==> config.mk <==
export PLATFORM = sky130hd
export DESIGN_NAME = fat_directory_entry_scanner
export DESIGN_NICKNAME = d
export VERILOG_FILES = /design/src/rtl/core/fdes_pkg.sv /design/src/rtl/core/fdes_ctrl.sv /design/src/rtl/core/fdes_datapath.sv /design/src/rtl/core/fat_directory_entry_scanner.sv
export SDC_FILE = /design/constraint.sdc
export NUM_CORES = 1
export LEC_CHECK = 0
export BUFFER_PORTS_ARGS = -buffer_cell sky130_fd_sc_hd__buf_2
export CAP_MARGIN = 30
export CORE_MARGIN = 2
export CORE_UTILIZATION = 30
export CTS_CLUSTER_DIAMETER = 30
export CTS_CLUSTER_SIZE = 40
export DETAILED_ROUTE_END_ITERATION = 8
export HOLD_SLACK_MARGIN = 0.03
export PLACE_DENSITY_LB_ADDON = 0.12
export SKIP_LAST_GASP = 1
export SYNTH_ARGS = -nofsm -noshare
export SYNTH_HDL_FRONTEND = slang
export SYNTH_HIERARCHICAL = 1
export SYNTH_SLANG_ARGS = --single-unit
==> constraint.sdc <==
create_clock -name clk -period 13.8 [get_ports clk]
set_input_delay 1.38 -clock clk [delete_from_list [all_inputs] [get_ports clk]]
set_output_delay 1.38 -clock clk [all_outputs]
set_load 0.05 [all_outputs]
==> src/rtl/core/fdes_pkg.sv <==
// Package for the FAT directory entry scanner.
// Holds entry layout constants, controller states, and the command and status structs.
// No dependencies.
package fdes_pkg;

	// Entry layout at the standard short-entry offsets.
	localparam logic [4:0] ENTRY_LAST_POS = 5'd31;
	localparam int NAME_LEN = 11;
	localparam int BASE_LEN = 8;
	localparam logic [4:0] ATTR_POS = 5'd11;
	localparam logic [4:0] TENTHS_POS = 5'd13;
	localparam int WORD_BASE_POS = 14;
	localparam int NUM_WORDS = 7;
	localparam logic [2:0] SIZE_POS_TAG = 3'b111;

	// Indexes of the gathered 16-bit words.
	localparam int WORD_CTIME = 0;
	localparam int WORD_CDATE = 1;
	localparam int WORD_ADATE = 2;
	localparam int WORD_CLUS_HI = 3;
	localparam int WORD_WTIME = 4;
	localparam int WORD_WDATE = 5;
	localparam int WORD_CLUS_LO = 6;

	// Character codes.
	localparam logic [7:0] DELETED_MARK = 8'hE5;
	localparam logic [7:0] SPACE_CHAR = 8'h20;
	localparam logic [7:0] DOT_CHAR = 8'h2E;
	localparam logic [7:0] UPPER_A = 8'h41;
	localparam logic [7:0] UPPER_Z = 8'h5A;

	// Name walk slots: eight base characters, the dot, three extension characters.
	localparam logic [3:0] DOT_SLOT = 4'(BASE_LEN);
	localparam logic [3:0] LAST_SLOT = 4'(NAME_LEN);

	// Result kinds.
	localparam logic KIND_NAME = 1'b0;
	localparam logic KIND_END = 1'b1;

	typedef enum logic [2:0] {
		S_SCAN = 3'b001,
		S_NAME = 3'b010,
		S_END  = 3'b100
	} state_t;

	// Commands from the controller to the datapath.
	typedef struct packed {
		logic accept;
		logic mark_end;
		logic slot_clr;
		logic slot_adv;
		logic load_char;
		logic load_end;
	} cmd_t;

	// Status from the datapath to the controller.
	typedef struct packed {
		logic entry_done;
		logic skip_now;
		logic name0_zero;
		logic drop_entry;
		logic slot_emits;
		logic slot_final;
		logic out_free;
	} status_t;

	// Lower-case an upper-case letter; everything else passes through.
	function automatic logic [7:0] lower_char(input logic [7:0] c);
		logic [7:0] r;
		r = c;
		if (c >= UPPER_A && c <= UPPER_Z) begin
			r = c + SPACE_CHAR;
		end
		return r;
	endfunction

endpackage

==> src/rtl/core/fdes_ctrl.sv <==
// Controller state machine for the FAT directory entry scanner.
// Depends on fdes_pkg for the state type and the command and status structs.
module fdes_ctrl import fdes_pkg::*; (
	input  logic    clk,
	input  logic    arst_n,
	input  logic    in_valid,
	output logic    in_ready,
	input  status_t status,
	output cmd_t    cmd
);

	state_t state_q, state_d;

	// Next state and commands.
	always_comb begin
		cmd = '0;
		state_d = state_q;
		in_ready = (state_q == S_SCAN);
		unique case (state_q)
			S_SCAN: begin
				if (in_valid) begin
					cmd.accept = 1'b1;
					if (status.entry_done && !status.skip_now) begin
						if (status.name0_zero) begin
							cmd.mark_end = 1'b1;
							state_d = S_END;
						end else if (!status.drop_entry) begin
							cmd.slot_clr = 1'b1;
							state_d = S_NAME;
						end
					end
				end
			end
			S_NAME: begin
				if (status.out_free) begin
					cmd.slot_adv = 1'b1;
					cmd.load_char = status.slot_emits;
					if (status.slot_final) begin
						state_d = S_SCAN;
					end
				end
			end
			S_END: begin
				if (status.out_free) begin
					cmd.load_end = 1'b1;
					state_d = S_SCAN;
				end
			end
			default: begin
				state_d = S_SCAN;
			end
		endcase
	end

	// State register.
	always_ff @(posedge clk or negedge arst_n) begin
		if (!arst_n) begin
			state_q <= S_SCAN;
		end else begin
			state_q <= state_d;
		end
	end

endmodule

==> src/rtl/core/fdes_datapath.sv <==
// Datapath for the FAT directory entry scanner: entry position, field stores,
// name walk counter and the result register. Depends on fdes_pkg.
module fdes_datapath import fdes_pkg::*; (
	input  logic        clk,
	input  logic        arst_n,
	input  logic        cfg_wr_en,
	input  logic        cfg_wr_data,
	input  logic [7:0]  dir_byte,
	input  logic        start_of_scan,
	input  cmd_t        cmd,
	output status_t     status,
	input  logic        out_ready,
	output logic        out_valid,
	output logic        result_kind,
	output logic [7:0]  name_char,
	output logic [7:0]  attributes,
	output logic [31:0] first_cluster,
	output logic [31:0] file_length,
	output logic [15:0] write_time,
	output logic [15:0] write_date,
	output logic [15:0] create_time,
	output logic [15:0] create_date,
	output logic [15:0] access_date,
	output logic [7:0]  create_tenths,
	output logic        last
);

	logic        skip_cfg_q;
	logic [4:0]  pos_q;
	logic        skipping_q;
	logic        ended_q;
	logic [3:0]  slot_q;
	logic        out_valid_q;

	logic [7:0]  name_q [NAME_LEN];
	logic [7:0]  attr_q;
	logic [7:0]  tenths_q;
	logic [15:0] word_q [NUM_WORDS];
	logic [31:0] size_q;

	logic [4:0]  eff_pos;
	logic        eff_ended;
	logic        eff_skip;
	logic [3:0]  name_idx;
	logic [7:0]  raw_char;
	logic [7:0]  slot_char;
	logic [2:0]  ext_space;
	logic        slot_last;
	logic        out_free;

	// A request with the scan flag restarts position, end flag and skip flag.
	assign eff_pos = start_of_scan ? '0 : pos_q;
	assign eff_ended = start_of_scan ? 1'b0 : ended_q;
	assign eff_skip = start_of_scan ? skip_cfg_q : skipping_q;

	// Character selection for the current name walk slot.
	assign name_idx = (slot_q < DOT_SLOT) ? slot_q : slot_q - 4'd1;
	assign raw_char = name_q[name_idx];
	assign slot_char = (slot_q == DOT_SLOT) ? DOT_CHAR : lower_char(raw_char);

	always_comb begin
		for (int k = 0; k < 3; k++) begin
			ext_space[k] = (name_q[BASE_LEN + k] == SPACE_CHAR);
		end
	end

	// The last result is the final non-space character after the dot, or the dot itself.
	always_comb begin
		case (slot_q)
			DOT_SLOT:                slot_last = &ext_space;
			4'(DOT_SLOT + 4'd1):     slot_last = ext_space[1] & ext_space[2];
			4'(DOT_SLOT + 4'd2):     slot_last = ext_space[2];
			LAST_SLOT:               slot_last = 1'b1;
			default:                 slot_last = 1'b0;
		endcase
	end

	assign out_free = !out_valid_q || out_ready;

	// Status toward the controller.
	always_comb begin
		status.entry_done = !eff_ended && (eff_pos == ENTRY_LAST_POS);
		status.skip_now = eff_skip;
		status.name0_zero = (name_q[0] == 8'd0);
		status.drop_entry = (name_q[0] == DELETED_MARK) || (name_q[2] == 8'd0);
		status.slot_emits = (slot_q == DOT_SLOT) || (raw_char != SPACE_CHAR);
		status.slot_final = (slot_q == LAST_SLOT);
		status.out_free = out_free;
	end

	// Control registers.
	always_ff @(posedge clk or negedge arst_n) begin
		if (!arst_n) begin
			skip_cfg_q <= 1'b1;
			pos_q <= '0;
			skipping_q <= 1'b0;
			ended_q <= 1'b0;
			slot_q <= '0;
			out_valid_q <= 1'b0;
		end else begin
			if (cfg_wr_en) begin
				skip_cfg_q <= cfg_wr_data;
			end
			if (cmd.accept) begin
				pos_q <= eff_ended ? eff_pos : eff_pos + 5'd1;
				ended_q <= eff_ended | cmd.mark_end;
				skipping_q <= (!eff_ended && eff_pos == ENTRY_LAST_POS) ? 1'b0 : eff_skip;
			end
			if (cmd.slot_clr) begin
				slot_q <= '0;
			end else if (cmd.slot_adv) begin
				slot_q <= slot_q + 4'd1;
			end
			if (cmd.load_char || cmd.load_end) begin
				out_valid_q <= 1'b1;
			end else if (out_ready) begin
				out_valid_q <= 1'b0;
			end
		end
	end

	// Field stores, written little-endian at the entry offsets.
	always_ff @(posedge clk) begin
		if (cmd.accept && !eff_ended) begin
			if (eff_pos < 5'(NAME_LEN)) begin
				name_q[eff_pos[3:0]] <= dir_byte;
			end
			if (eff_pos == ATTR_POS) begin
				attr_q <= dir_byte;
			end
			if (eff_pos == TENTHS_POS) begin
				tenths_q <= dir_byte;
			end
			for (int w = 0; w < NUM_WORDS; w++) begin
				if (eff_pos == 5'(WORD_BASE_POS + 2 * w)) begin
					word_q[w][7:0] <= dir_byte;
				end else if (eff_pos == 5'(WORD_BASE_POS + 2 * w + 1)) begin
					word_q[w][15:8] <= dir_byte;
				end
			end
			if (eff_pos[4:2] == SIZE_POS_TAG) begin
				case (eff_pos[1:0])
					2'd0:    size_q[7:0] <= dir_byte;
					2'd1:    size_q[15:8] <= dir_byte;
					2'd2:    size_q[23:16] <= dir_byte;
					default: size_q[31:24] <= dir_byte;
				endcase
			end
		end
	end

	// Result register; it holds its own copy of the metadata so scanning can go on.
	always_ff @(posedge clk) begin
		if (cmd.load_char) begin
			result_kind <= KIND_NAME;
			name_char <= slot_char;
			attributes <= attr_q;
			first_cluster <= {word_q[WORD_CLUS_HI], word_q[WORD_CLUS_LO]};
			file_length <= size_q;
			write_time <= word_q[WORD_WTIME];
			write_date <= word_q[WORD_WDATE];
			create_time <= word_q[WORD_CTIME];
			create_date <= word_q[WORD_CDATE];
			access_date <= word_q[WORD_ADATE];
			create_tenths <= tenths_q;
			last <= slot_last;
		end else if (cmd.load_end) begin
			result_kind <= KIND_END;
			name_char <= '0;
			attributes <= '0;
			first_cluster <= '0;
			file_length <= '0;
			write_time <= '0;
			write_date <= '0;
			create_time <= '0;
			create_date <= '0;
			access_date <= '0;
			create_tenths <= '0;
			last <= 1'b1;
		end
	end

	assign out_valid = out_valid_q;

endmodule

==> src/rtl/core/fat_directory_entry_scanner.sv <==
// Top level of the FAT directory entry scanner.
// Instantiates fdes_ctrl and fdes_datapath; depends on fdes_pkg.
//
// Usage:
// The input channel (in_valid/in_ready) carries one directory byte per request,
// with start_of_scan set on the first byte of a scan. Bytes are cut into 32-byte
// short entries. The output channel (out_valid/out_ready) carries one cleaned
// name character per request with the entry metadata, last set on the final one,
// or a single end-of-directory request when an entry's first name byte is zero.
// cfg_wr_en/cfg_wr_data write skip_first_entry, which takes effect at the next
// start_of_scan.
// Timing: bytes are taken one per cycle while the controller scans. After an entry's last
// byte the name walk steps the controller through twelve slots, one per cycle while the
// result register is free; a result is loaded only for the dot and each non-space
// character, so leading spaces hold back the first result.
// Bytes are not taken during the walk.
// A stalled receiver holds the result register; the walk waits for it to empty.
// Reset clears position, skip and end flags and sets skip_first_entry to 1.
module fat_directory_entry_scanner import fdes_pkg::*; (
	input  logic        clk,
	input  logic        arst_n,
	input  logic        cfg_wr_en,
	input  logic        cfg_wr_data,
	input  logic        in_valid,
	output logic        in_ready,
	input  logic [7:0]  dir_byte,
	input  logic        start_of_scan,
	output logic        out_valid,
	input  logic        out_ready,
	output logic        result_kind,
	output logic [7:0]  name_char,
	output logic [7:0]  attributes,
	output logic [31:0] first_cluster,
	output logic [31:0] file_length,
	output logic [15:0] write_time,
	output logic [15:0] write_date,
	output logic [15:0] create_time,
	output logic [15:0] create_date,
	output logic [15:0] access_date,
	output logic [7:0]  create_tenths,
	output logic        last
);

	cmd_t    cmd;
	status_t status;

	// Controller.
	fdes_ctrl u_ctrl (
		.clk      (clk),
		.arst_n   (arst_n),
		.in_valid (in_valid),
		.in_ready (in_ready),
		.status   (status),
		.cmd      (cmd)
	);

	// Datapath.
	fdes_datapath u_datapath (
		.clk           (clk),
		.arst_n        (arst_n),
		.cfg_wr_en     (cfg_wr_en),
		.cfg_wr_data   (cfg_wr_data),
		.dir_byte      (dir_byte),
		.start_of_scan (start_of_scan),
		.cmd           (cmd),
		.status        (status),
		.out_ready     (out_ready),
		.out_valid     (out_valid),
		.result_kind   (result_kind),
		.name_char     (name_char),
		.attributes    (attributes),
		.first_cluster (first_cluster),
		.file_length   (file_length),
		.write_time    (write_time),
		.write_date    (write_date),
		.create_time   (create_time),
		.create_date   (create_date),
		.access_date   (access_date),
		.create_tenths (create_tenths),
		.last          (last)
	);

	// The result register is never loaded while a result still waits.
	a_load_only_when_free: assert property (@(posedge clk) disable iff (!arst_n)
		(cmd.load_char || cmd.load_end) |-> (!out_valid || out_ready))
		else $error("result register loaded while occupied");

	// An end-of-directory result is always a single final request with no name.
	a_end_result_shape: assert property (@(posedge clk) disable iff (!arst_n)
		(out_valid && result_kind == KIND_END) |-> (last && name_char == 8'd0))
		else $error("malformed end-of-directory result");

	// A name walk starts only on an accepted byte.
	a_walk_on_accept: assert property (@(posedge clk) disable iff (!arst_n)
		cmd.slot_clr |-> (in_valid && in_ready))
		else $error("name walk started without an accepted byte");

endmodule

=== After elaboration in Yosys (flattened, before gate mapping) ===
Memories as Yosys holds them, arrays and structs flattened.
Cells that the tools add are included.

* Latch bits: 0
* Bits in read-only memories: 0
* Output and inout bits: 172
* Register bits after elaboration: 234
* Memories: 2
* Word-level logic and storage cells: 224
* Input port bits: 15
* RAM bits: 200

* Bitwise logic cells: 3
* Multiply operators: 0
* Order comparisons: 4
* $add $sub $neg: 4
* Divide/modulo/power cells: 0
* Shift operators: 0
* Muxes and demuxes: 116
* Reductions and logical operators: 32
* Eq/ne operators: 38

{| class="wikitable"
|+ Memories
! memory !! words !! bits a word !! read ports !! clocked after Yosys merged registers in !! write ports !! RTL line !! source
|-
| u_datapath.word_q || 7 || 16 || 7 || 0 || 1 || fdes_datapath.sv:38 || <nowiki>logic [15:0] word_q [NUM_WORDS];</nowiki>
|-
| u_datapath.name_q || 11 || 8 || 6 || 0 || 1 || fdes_datapath.sv:35 || <nowiki>logic [7:0] name_q [NAME_LEN];</nowiki>
|}

{| class="wikitable"
|+ Operators by type and width
! operator !! number
|-
| $mux 16 || 12
|-
| $mux 32 || 3
|-
| $reduce_or 16->1 || 6
|-
| $eq 5x5->1 const B || 13
|-
| $mux 1 || 64
|-
| $mux 8 || 6
|-
| $mux 3 || 15
|-
| $eq 8x6->1 const B || 3
|-
| $eq 5x4->1 const B || 4
|-
| $mux 2 || 9
|-
| $eq 4x4->1 const B || 4
|-
| $logic_not 8->1 || 2
|-
| $reduce_and 3->1 || 5
|-
| $mux 4 || 3
|-
| $mux 5 || 2
|-
| $pmux 3 s3 || 1
|-
| $add 8x6->8 const B || 1
|-
| $eq 8x8->1 const B || 1
|-
| $ge 8x7->1 const B || 1
|-
| $le 8x7->1 const B || 1
|-
| $ne 8x6->1 const B || 1
|-
| $eq 3x3->1 const B || 2
|-
| $ne 2x1->1 const B || 3
|-
| $reduce_and 6->1 || 1
|-
| other kinds (22) || 34
|}

=== Longest topological paths before layout ===
An unclocked memory read counts as a cell.

* Depth in word-level cells: 18
* Depth in mapped cells: 17
* Mapped depth without buffers: 14

=== Hierarchy ===
The synthesis kept the hierarchy.

{| class="wikitable"
|+ Modules (own cells, without submodules)
! module !! cells an instance !! instances !! area an instance (µm²) !! sequential area each (µm²)
|-
| fdes_datapath || 948 || 1 || 16698.5 || 13108.8
|-
| fdes_ctrl || 22 || 1 || 234.0 || 76.3
|}

=== Worst setup path before layout ===
No wires, ideal clock.

* Path type: flip-flop to flip-flop
* Start: register u_datapath.slot_q[1]
* End: register u_datapath.access_date[0] (enable)
* Cell stages (with the launch flop): 14
* Arrival: 4.730 ns
* Setup time: 0.458 ns
* Data required time: 13.342 ns
* Setup slack: 8.612 ns
* Path buffers: 3
* Clock period less this slack: 5.188 ns
* Cells stage by stage: dfrtp_1 -> buf_6 -> inv_2 -> ha_1 -> buf_2 -> buf_4 -> mux2i_1 -> mux4_2 -> a211o_1 -> and2_1 -> nand4_1 -> or4b_2 -> and2_1 -> or2_2

{| class="wikitable"
|+ RTL lines
! element !! RTL line !! source
|-
| start: declaration || fdes_datapath.sv:32 || <nowiki>logic [3:0] slot_q;</nowiki>
|-
| start signal: assignment || fdes_datapath.sv:112 || <nowiki>slot_q <= slot_q + 4'd1;</nowiki>
|-
| end signal: assignment || fdes_datapath.sv:164 || <nowiki>access_date <= word_q[WORD_ADATE];</nowiki>
|-
| end: declaration || fdes_datapath.sv:23 || <nowiki>output logic [15:0] access_date,</nowiki>
|}

==> qor.yml <==
h-tree-depth: 3
ys_async_sr_fraction: 0.0362
n_fill_cell: 5151
wl_per_cell_um: 20.8
drv_slew: 0
synthFlopType: "edfxtp_1"
synth_seq_cells: 442
hpwlAfterDp_um: 26600
hold_violations: 0
die_y_um: 242
antenna_found_initial: 0
grt_pass1_vias: 9599
cts.path.max_buffers: 3
powerDensity_nw_per_um2: 201
fin_crit_ns: 5.86
synth_top_area_frac: 0.754
routabilityCongestion: 0.840
outcome: "completed"
skew_ns: 0.0221
grt_use_total: 0.147
dr.pass1.iters: 5
rsz0062_at_grt: "no"
start_util: 0.302
die_w_um: 242
grt.overflow.total: 0
crit_path_end_kind: "register"
layout_common_cells: "425 x edfxtp_1, 186 x buf_2, 173 x and2_1"
cts_root_buf: "clkbuf_16"
drcViolationCount: 0
pin_count: 187
ys_seq_area_frac: 0.779
slew_headroom: 0.371
finalWorstSetupSlack_ns: 7.94
via_per_inst: 4.47
synthDistinctLibCells: 75
dp_slack_ns: 8.01
synth_edf_count: 425
nNetsFinal: 1262
synth_nets: 997
routed_wl_um: 43000
vias: 9249
placed_cell_area_um2: 18800
antennaDiodeCount: 0
core_um2: 56100
cts_tree: "yes"
period_share: 0.424
crit_type: "reg2reg"
syn_inst: 970
path_clk_slew_ns: 0.05
start_kind: "register"
ant_nets: 0
postCtsSetupRepairBufs: 0
fin_hold_ws_ns: 0.461
clock_latency_ns: 0.63
ctsHoldBuffers: 0
cts.sinks: 442
numCtsBuffers: 100
yosysTopAreaCell: "edfxtp_1"
syn_area_um2: 16900
grt_pass1_wl_um: 63500
final_area_um2: 22200
drt-initial-drc-count: 515
p_leak_nw: 8.06
synth_warnings: 6
fmax_mhz: 171
final_common_cell: "edfxtp_1"
tns_ns: 0
setup_violations: 0
synthTopCellsByArea: "edfxtp_1 75%, and2_1 6.4%, mux2i_1 2.6%"
vdd_drop_max_v: 0.000102
cts_resized: 0
avgSynthCellArea_um2: 17.5
drive_gt1_frac: 0.303
max_cap_viol_count: 0
grt_max_degree: 104
port_buffers: 186
cp_data_required_time_ns: 14.29
crit_fanout: 62
die-area_um2: 58400
tightest_slew_ns: 0.941
placementRows: 87
areaGrowthSynthToFinish_pct: 30.8
arrival_ns: 6.34
holdCritPathClass: "reg2reg"
==> through the flow <==
| stage | utilization | total power, mW | instances |
|---|---|---|---|
| after global placement | 0.333 | 2.14 | 1883 |
| after CTS | 0.395 | 4.51 | 2071 |
| after floorplan | - | 2.01 | 970 |
| after global routing | 0.395 | 4.63 | 2071 |
| final | 0.395 | 4.46 | 2071 |
| after detailed placement | 0.335 | 2.14 | 1889 |
==> cell usage after synthesis (all sizes together) (7+ instances only) <==
cell / count
mux2i: 44
ha: 12
and2: 175
inv: 17
mux4: 12
nand2b: 10
and3: 8
nand3: 7
nand2: 21
a21oi: 10
nor2: 43
buf: 17
nor3: 7
o21ai: 11
nor4: 7
nor2b: 9
edfxtp: 425
nor4b: 7
a211oi: 7
clkbuf: 22
dfrtp: 14
mux2: 10
==> routing by layer <==
metal	part of all wire	wire length (µm)	vias up	track usage
met5	0	0	-	0
met4	0.022	925	0	0.0574
met3	0.051	2200	71	0.0357
met2	0.49	21100	276	0.243
met1	0.44	18700	4675	0.185
li1	-	-	4227	-
==> power by group <==
group | total [mW] | switching (mW) | internal (mW)
clock network | 2.33 | 0.715 | 1.62
logic | 0.626 | 0.377 | 0.249
registers | 1.51 | 0.0183 | 1.49
total | 4.46 | 1.11 | 3.35
==> area by class of cell <==
cell class,count,area [µm²],share of cell area
well taps,756,946,0.0427
flip-flops and latches,442,13200,0.595
clock buffers,119,2660,0.120
clock inverters,63,727,0.0328
inverters,17,63.8,0.00288
repair buffers,202,1110,0.0500
multi-input cells,472,3470,0.157
==> registers in the layout (all words and copies together), names as in the netlist, 16 cells and up <==
signal,count
u_datapath/size_q,32
u_datapath/create_date,16
u_datapath/create_time,16
u_datapath/name_q,96
u_datapath/first_cluster,32
u_datapath/write_date,16
u_datapath/word_q,112
u_datapath/access_date,16
u_datapath/write_time,16
u_datapath/file_length,32
==> critical path: stages, from the launching register on <==
cell,delay [ns]
dfrtp_1,0.31
buf_4,0.46
inv_2,0.18
ha_1,0.60
buf_4,0.42
mux2_2,0.37
o21ai_0,0.26
a2111o_1,0.20
and2_1,0.19
nand4_1,0.10
or4b_2,0.66
and2_4,0.16
or2_4,0.39
buf_4,0.44
buf_4,0.36
buf_16,0.24
nand2b_1,0.20
==> kinds of logic after synthesis <==
| kind of cell | share of synthesized area |
|---|---|
| flip-flops | 0.779 |
| multiplexers | 0.0486 |
| XOR/XNOR | 0.00421 |
| AND/OR/NAND/NOR | 0.112 |
| adder cells (fa/ha/maj) | 0.00887 |
| AO/OA/AOI/OAI | 0.0310 |
| buffers and inverters | 0.0168 |
==> worst paths after layout <==
kind | startpoint | end | slack, ns | cells after the start
hold reg to reg | u_datapath/result_kind | u_datapath/result_kind | 0.46 | 2
setup / recovery | u_datapath/slot_q[1] | u_datapath/out_valid | 7.94 | 16
setup reg to reg | u_datapath/slot_q[1] | u_datapath/out_valid | 7.94 | 16
min in group asynchronous | arst_n | u_datapath/pos_q[3] | 0.72 | 1
hold / removal | u_datapath/result_kind | u_datapath/result_kind | 0.46 | 2
max in group asynchronous | arst_n | u_ctrl/state_q[0] | 12.74 | 1
(Power assumes the default switching activity.)
